`config.mk`:
```
export PLATFORM = sky130hd
export DESIGN_NAME = cdh_insert
export DESIGN_NICKNAME = d
export VERILOG_FILES = /design/src/sv/cdh_insert.sv
export SDC_FILE = /design/constraint.sdc
export NUM_CORES = 1
export LEC_CHECK = 0
export ABC_AREA = 1
export BUFFER_PORTS_ARGS = -buffer_cell sky130_fd_sc_hd__buf_4
export CAP_MARGIN = 20
export CORE_ASPECT_RATIO = 0.75
export CORE_MARGIN = 2
export CORE_UTILIZATION = 45
export DETAILED_ROUTE_END_ITERATION = 12
export PLACE_DENSITY = 0.78
export REMOVE_ABC_BUFFERS = 1
export SETUP_SLACK_MARGIN = 0.05
export SYNTH_ARGS = -nofsm -noshare
export SYNTH_HDL_FRONTEND = slang
export SYNTH_SLANG_ARGS = --single-unit
export TNS_END_PERCENT = 10
```
`constraint.sdc`:
```
create_clock -name vclk -period 2.1
set_clock_uncertainty 0.1 [all_clocks]
set_input_delay 0 -clock vclk [all_inputs]
set_output_delay 0 -clock vclk [all_outputs]
set_load 0.05 [all_outputs]
```
`src/sv/cdh_insert.sv`:
```
`default_nettype none
// ----------------------------------------------------------------------------
// cdh_insert: sorted insert of an offered distance into one node row
// The new entry goes ahead of the first in-use slot holding a strictly larger
// distance; later in-use slots move down one place and the last drops out.
// ----------------------------------------------------------------------------
module cdh_insert #(
	parameter int CLOSEST   = 2,
	parameter int DIST_BITS = 20,
	parameter int CW        = 6,
	parameter int KW        = 2
) (
	input  logic [CLOSEST-1:0][DIST_BITS+CW-1:0] row_in,
	input  logic [KW-1:0]                        k_used,
	input  logic [DIST_BITS-1:0]                 dist_new,
	input  logic [CW-1:0]                        ctr_new,
	output logic [CLOSEST-1:0][DIST_BITS+CW-1:0] row_out
);

	localparam int SW = DIST_BITS + CW;

	logic [CLOSEST-1:0] lt;
	logic               found;

	// per-slot compare against in-use entries
	always_comb begin
		for (int i = 0; i < CLOSEST; i++)
			lt[i] = (i < int'(k_used)) && (dist_new < row_in[i][SW-1 -: DIST_BITS]);
	end

	// shift and insert
	always_comb begin
		found = 1'b0;
		for (int w = 0; w < CLOSEST; w++) begin
			if (w >= int'(k_used))
				row_out[w] = row_in[w];
			else if (found)
				row_out[w] = row_in[(w > 0) ? w - 1 : 0];
			else if (lt[w])
				row_out[w] = {dist_new, ctr_new};
			else
				row_out[w] = row_in[w];
			found = found | lt[w];
		end
	end

endmodule
`default_nettype wire
```
Word level (Yosys, flattened, before mapping)
Cells that the tools add are included.

storage, ports and cells
  flip-flop bits (word level) = 0
  latch bits = 0
  bits in writable memories = 0
  memory bits (read-only) = 0
  output and inout port bits = 52
  logic and storage cells = 13
  memories kept = 0

cells by class
  add/sub/neg operators = 0
  $mul = 0
  divide/modulo/power cells = 0
  order comparisons = 6
  equality and inequality tests = 0
  shifts and indexed selects = 0
  muxes and demuxes = 5
  bitwise operators = 0
  reduce and logical (&&, ||, !) cells = 2

operator list
  operator                                                              count
  26-bit 2-to-1 mux                                                     5
  20-bit < comparator                                                   2
  1-bit by 2-bit >= comparator with 1-bit output, first input constant  2
  1-bit by 2-bit < comparator with 1-bit output, first input constant   2
  1-bit logical AND                                                     2

Depth between registers and ports, before layout
  word-level depth = 5
  mapped depth = 15
  gate-level depth less buffers = 14

Worst setup path after synthesis
OpenSTA, ideal clock, no wires.

  kind = input to output
  start point = input port row_in[17] (netlist name)
  end point = output port row_out[0] (netlist name)
  data arrival time = 1.968 ns
  required time = 2.000 ns
  slack = 0.032 ns
  stages = 9
  cells stage by stage = inv_1 > ha_1 > a21o_1 > a21oi_1 > nand2_1 > nand2_1 > nand3_2 > buf_2 > a21oi_1

RTL lines
  element      RTL line  text
  from (decl)  13        input logic [CLOSEST-1:0][DIST_BITS+CW-1:0] row_in,
  to (decl)    17        output logic [CLOSEST-1:0][DIST_BITS+CW-1:0] row_out

==> run summary <==
Max stage delay on crit path: 300 ps
# clk buffers: 0
Port buffer count: 132
Ratio of cells with drive above 1 in the final layout: 30.23%
Peak VDD IR: 0.2447 mV
WS Path Type: primary input to output port
Die area: 0.006575 sq mm
LEAKAGE: 2.424 nW
Fill cells: 571
Post-CTS Hold Buffers: 0
Max Cap Viol: 0
Vias in the first global route: 3261
Worst Hold Path Cells: 4
Inst Count DP: 719
Final setup TNS: 0 ps
Diode count: 0
CP most frequent cell: nand2_1
Final setup violation count: 0
Top post-synthesis cells by count: nand2_1, inv_1, nand4_1
Initial antenna violation count: 0
Yosys warning count: 0
Num rows: 24
CP bufs+invs: 4
HPWL Detailed: 6976 um
Final setup margin: 176.1 ps
Slowest cell on crit path: ha_1
Most frequent cell after synthesis: nand2_1
Crit start category: primary input
Reg area: 0 sq um
Routed WL: 9327 um
Cell family with most CP delay: simple AND/OR/NAND/NOR gates
RSZ-0062 raised after global routing: yes
Antenna-violating nets left: 0
Nets: 765
Crit path time final: 1924 ps
Core area: 0.005766 sq mm
Required time of the critical path: 2000 ps
Period utilization: 91.61%
Final hold violations: 0
Gpl congestion: 0.8513
Routed length per instance: 12.90 um
Cells after synthesis: 520
GR Overflow Total: 0
Mapped Area: 0.002671 sq mm
CP Max Fanout: 13
P&R area growth vs syn: 43.42%
Die width: 92.97 um
I/O Pins: 132
Met2 usage: 45.25%
Global-route wire length before repair: 14600 um
Max Slew Vio Count: 0
CP cell instances: buf_4 > inv_1 > ha_1 > nand2_1 > inv_1 > o21ai_1 > nand3_1 > nor2_4 > nand3_4 > nand2_1 > nand3_1 > nand2_1 > nand2_1 > buf_4
FF+latch count: 0
Unique masters post-synth: 23
Worst slack, placed: -16.33 ps
Crit path DAT: 1820 ps
Largest net degree at the start of global routing: 43
Hold Path Origin: row_in[27]
Initial drt markers: 263
Status: finished, final reports clean
M3 GR Usage: 2.343%
Layout Cells excl Fill: 723
Worst slew pin tran: 326.4 ps
Initial cell density of the core: 46.33%
GR peak layer: met2
Yosys top cell area share: 27.26%
Grt met1 use: 35.26%
Dominant cell type by area after synthesis: nand2_1
Syn_area_per_cell: 5.137 sq um
Worst Hold Path EP: row_out[27]
DR vias/cell: 5.119
Register area share after synthesis: 0%
Max transition margin: 78.24%
Die Span Y: 70.73 um
Pwr dens: 391.5 mW/mm^2
Synth area leaders: nand2_1, ha_1, nand4_1, inv_1, a21oi_2
Max Clk Rate: 0.5198 GHz
GRT Util Overall: 25.64%
First-pass detailed-route iteration total: 5
CP endpoint kind: output port
Remaining routing DRC violations: 0
Hold WC Path Type: primary input to output port
Via Count: 3701
## logic make-up (layout without fill, tap and decap cells)
logic type | Yosys count | count (layout) | share of synthesized area, %
AO/OA/AOI/OAI | 41 | 41 | 10.87
adder cells (fa/ha/maj) | 38 | 38 | 17.80
buffers and inverters | 123 | 246 | 18.97
AND/OR/NAND/NOR | 318 | 320 | 52.37
## placed cells by master, fill, tap and decap left out
master | Yosys | final
buf_4 | 1 | 146
nand2_2 | 1 | 2
a21oi_2 | 20 | 21
o21bai_1 | 1 | 1
o21ai_1 | 4 | 4
nand3_4 | 1 | 3
inv_1 | 84 | 84
inv_2 | 12 | 12
nor2_4 | 2 | 2
nand4_1 | 52 | 52
a21o_1 | 2 | 2
buf_6 | 3 | 2
nand3_1 | 28 | 28
nand3_2 | 1 | 1
ha_1 | 38 | 38
nor2_1 | 38 | 36
buf_12 | 0 | 2
a21oi_1 | 13 | 12
a21boi_2 | 0 | 1
nor2_2 | 1 | 3
nand2_1 | 194 | 193
## layer usage
metal  vias up  share of wire (%)
met4         0               0.57
li1       1912                  -
met3         8                8.3
met5         -                  0
met1      1615                 45
met2       166                 46
## cell type report
| type | instances | area (sq um) | share of cell area (%) |
|---|---|---|---|
| inverter | 96 | 360.3 | 9.406 |
| timing repair buffer | 150 | 1159 | 30.24 |
| tap | 78 | 97.59 | 2.547 |
| multi-input combinational | 399 | 2215 | 57.81 |
## power breakdown
part / internal [mW] / switching, mW
Sequential: 0 / 0
Combinational: 0.516 / 0.984
Clock: 0 / 0
Total: 0.516 / 0.984
## stage by stage
| step | power [mW] | util [%] | hold WS, ps | instance area (sq um) |
|---|---|---|---|---|
| after floorplan | 0.9676 | - | 121.1 | 2525 |
| after global placement | 1.454 | 65.32 | 264.8 | 3766 |
| after detailed placement | 1.476 | 65.32 | 263.6 | 3766 |
| after CTS | 1.481 | 65.32 | 267.2 | 3766 |
| after global routing | 1.615 | 66.45 | 285.3 | 3831 |
| final | 1.500 | 66.45 | 266.0 | 3831 |
## worst max path at each step
stage | slack, ps | end | cells after the start | start
finish | 180 | row_out[50] | 14 | row_in[51]
CTS | 6 | row_out[45] | 14 | row_in[51]
floorplan | -1450 | row_out[0] | 8 | row_in[17]
global route | 20 | row_out[44] | 15 | row_in[17]
global placement | 60 | row_out[46] | 14 | row_in[51]
detailed placement | -20 | row_out[45] | 14 | row_in[51]
## timing repair
| action | CTS | global route |
|---|---|---|
| setup buffers | 0 | 2 |
| setup endpoints to repair | 26 | 41 |
| pin swaps | 1 | 2 |
| gates cloned | 0 | 2 |
| resized for setup | 0 | 8 |
No activity file was read; power rests on OpenSTA's default activity.
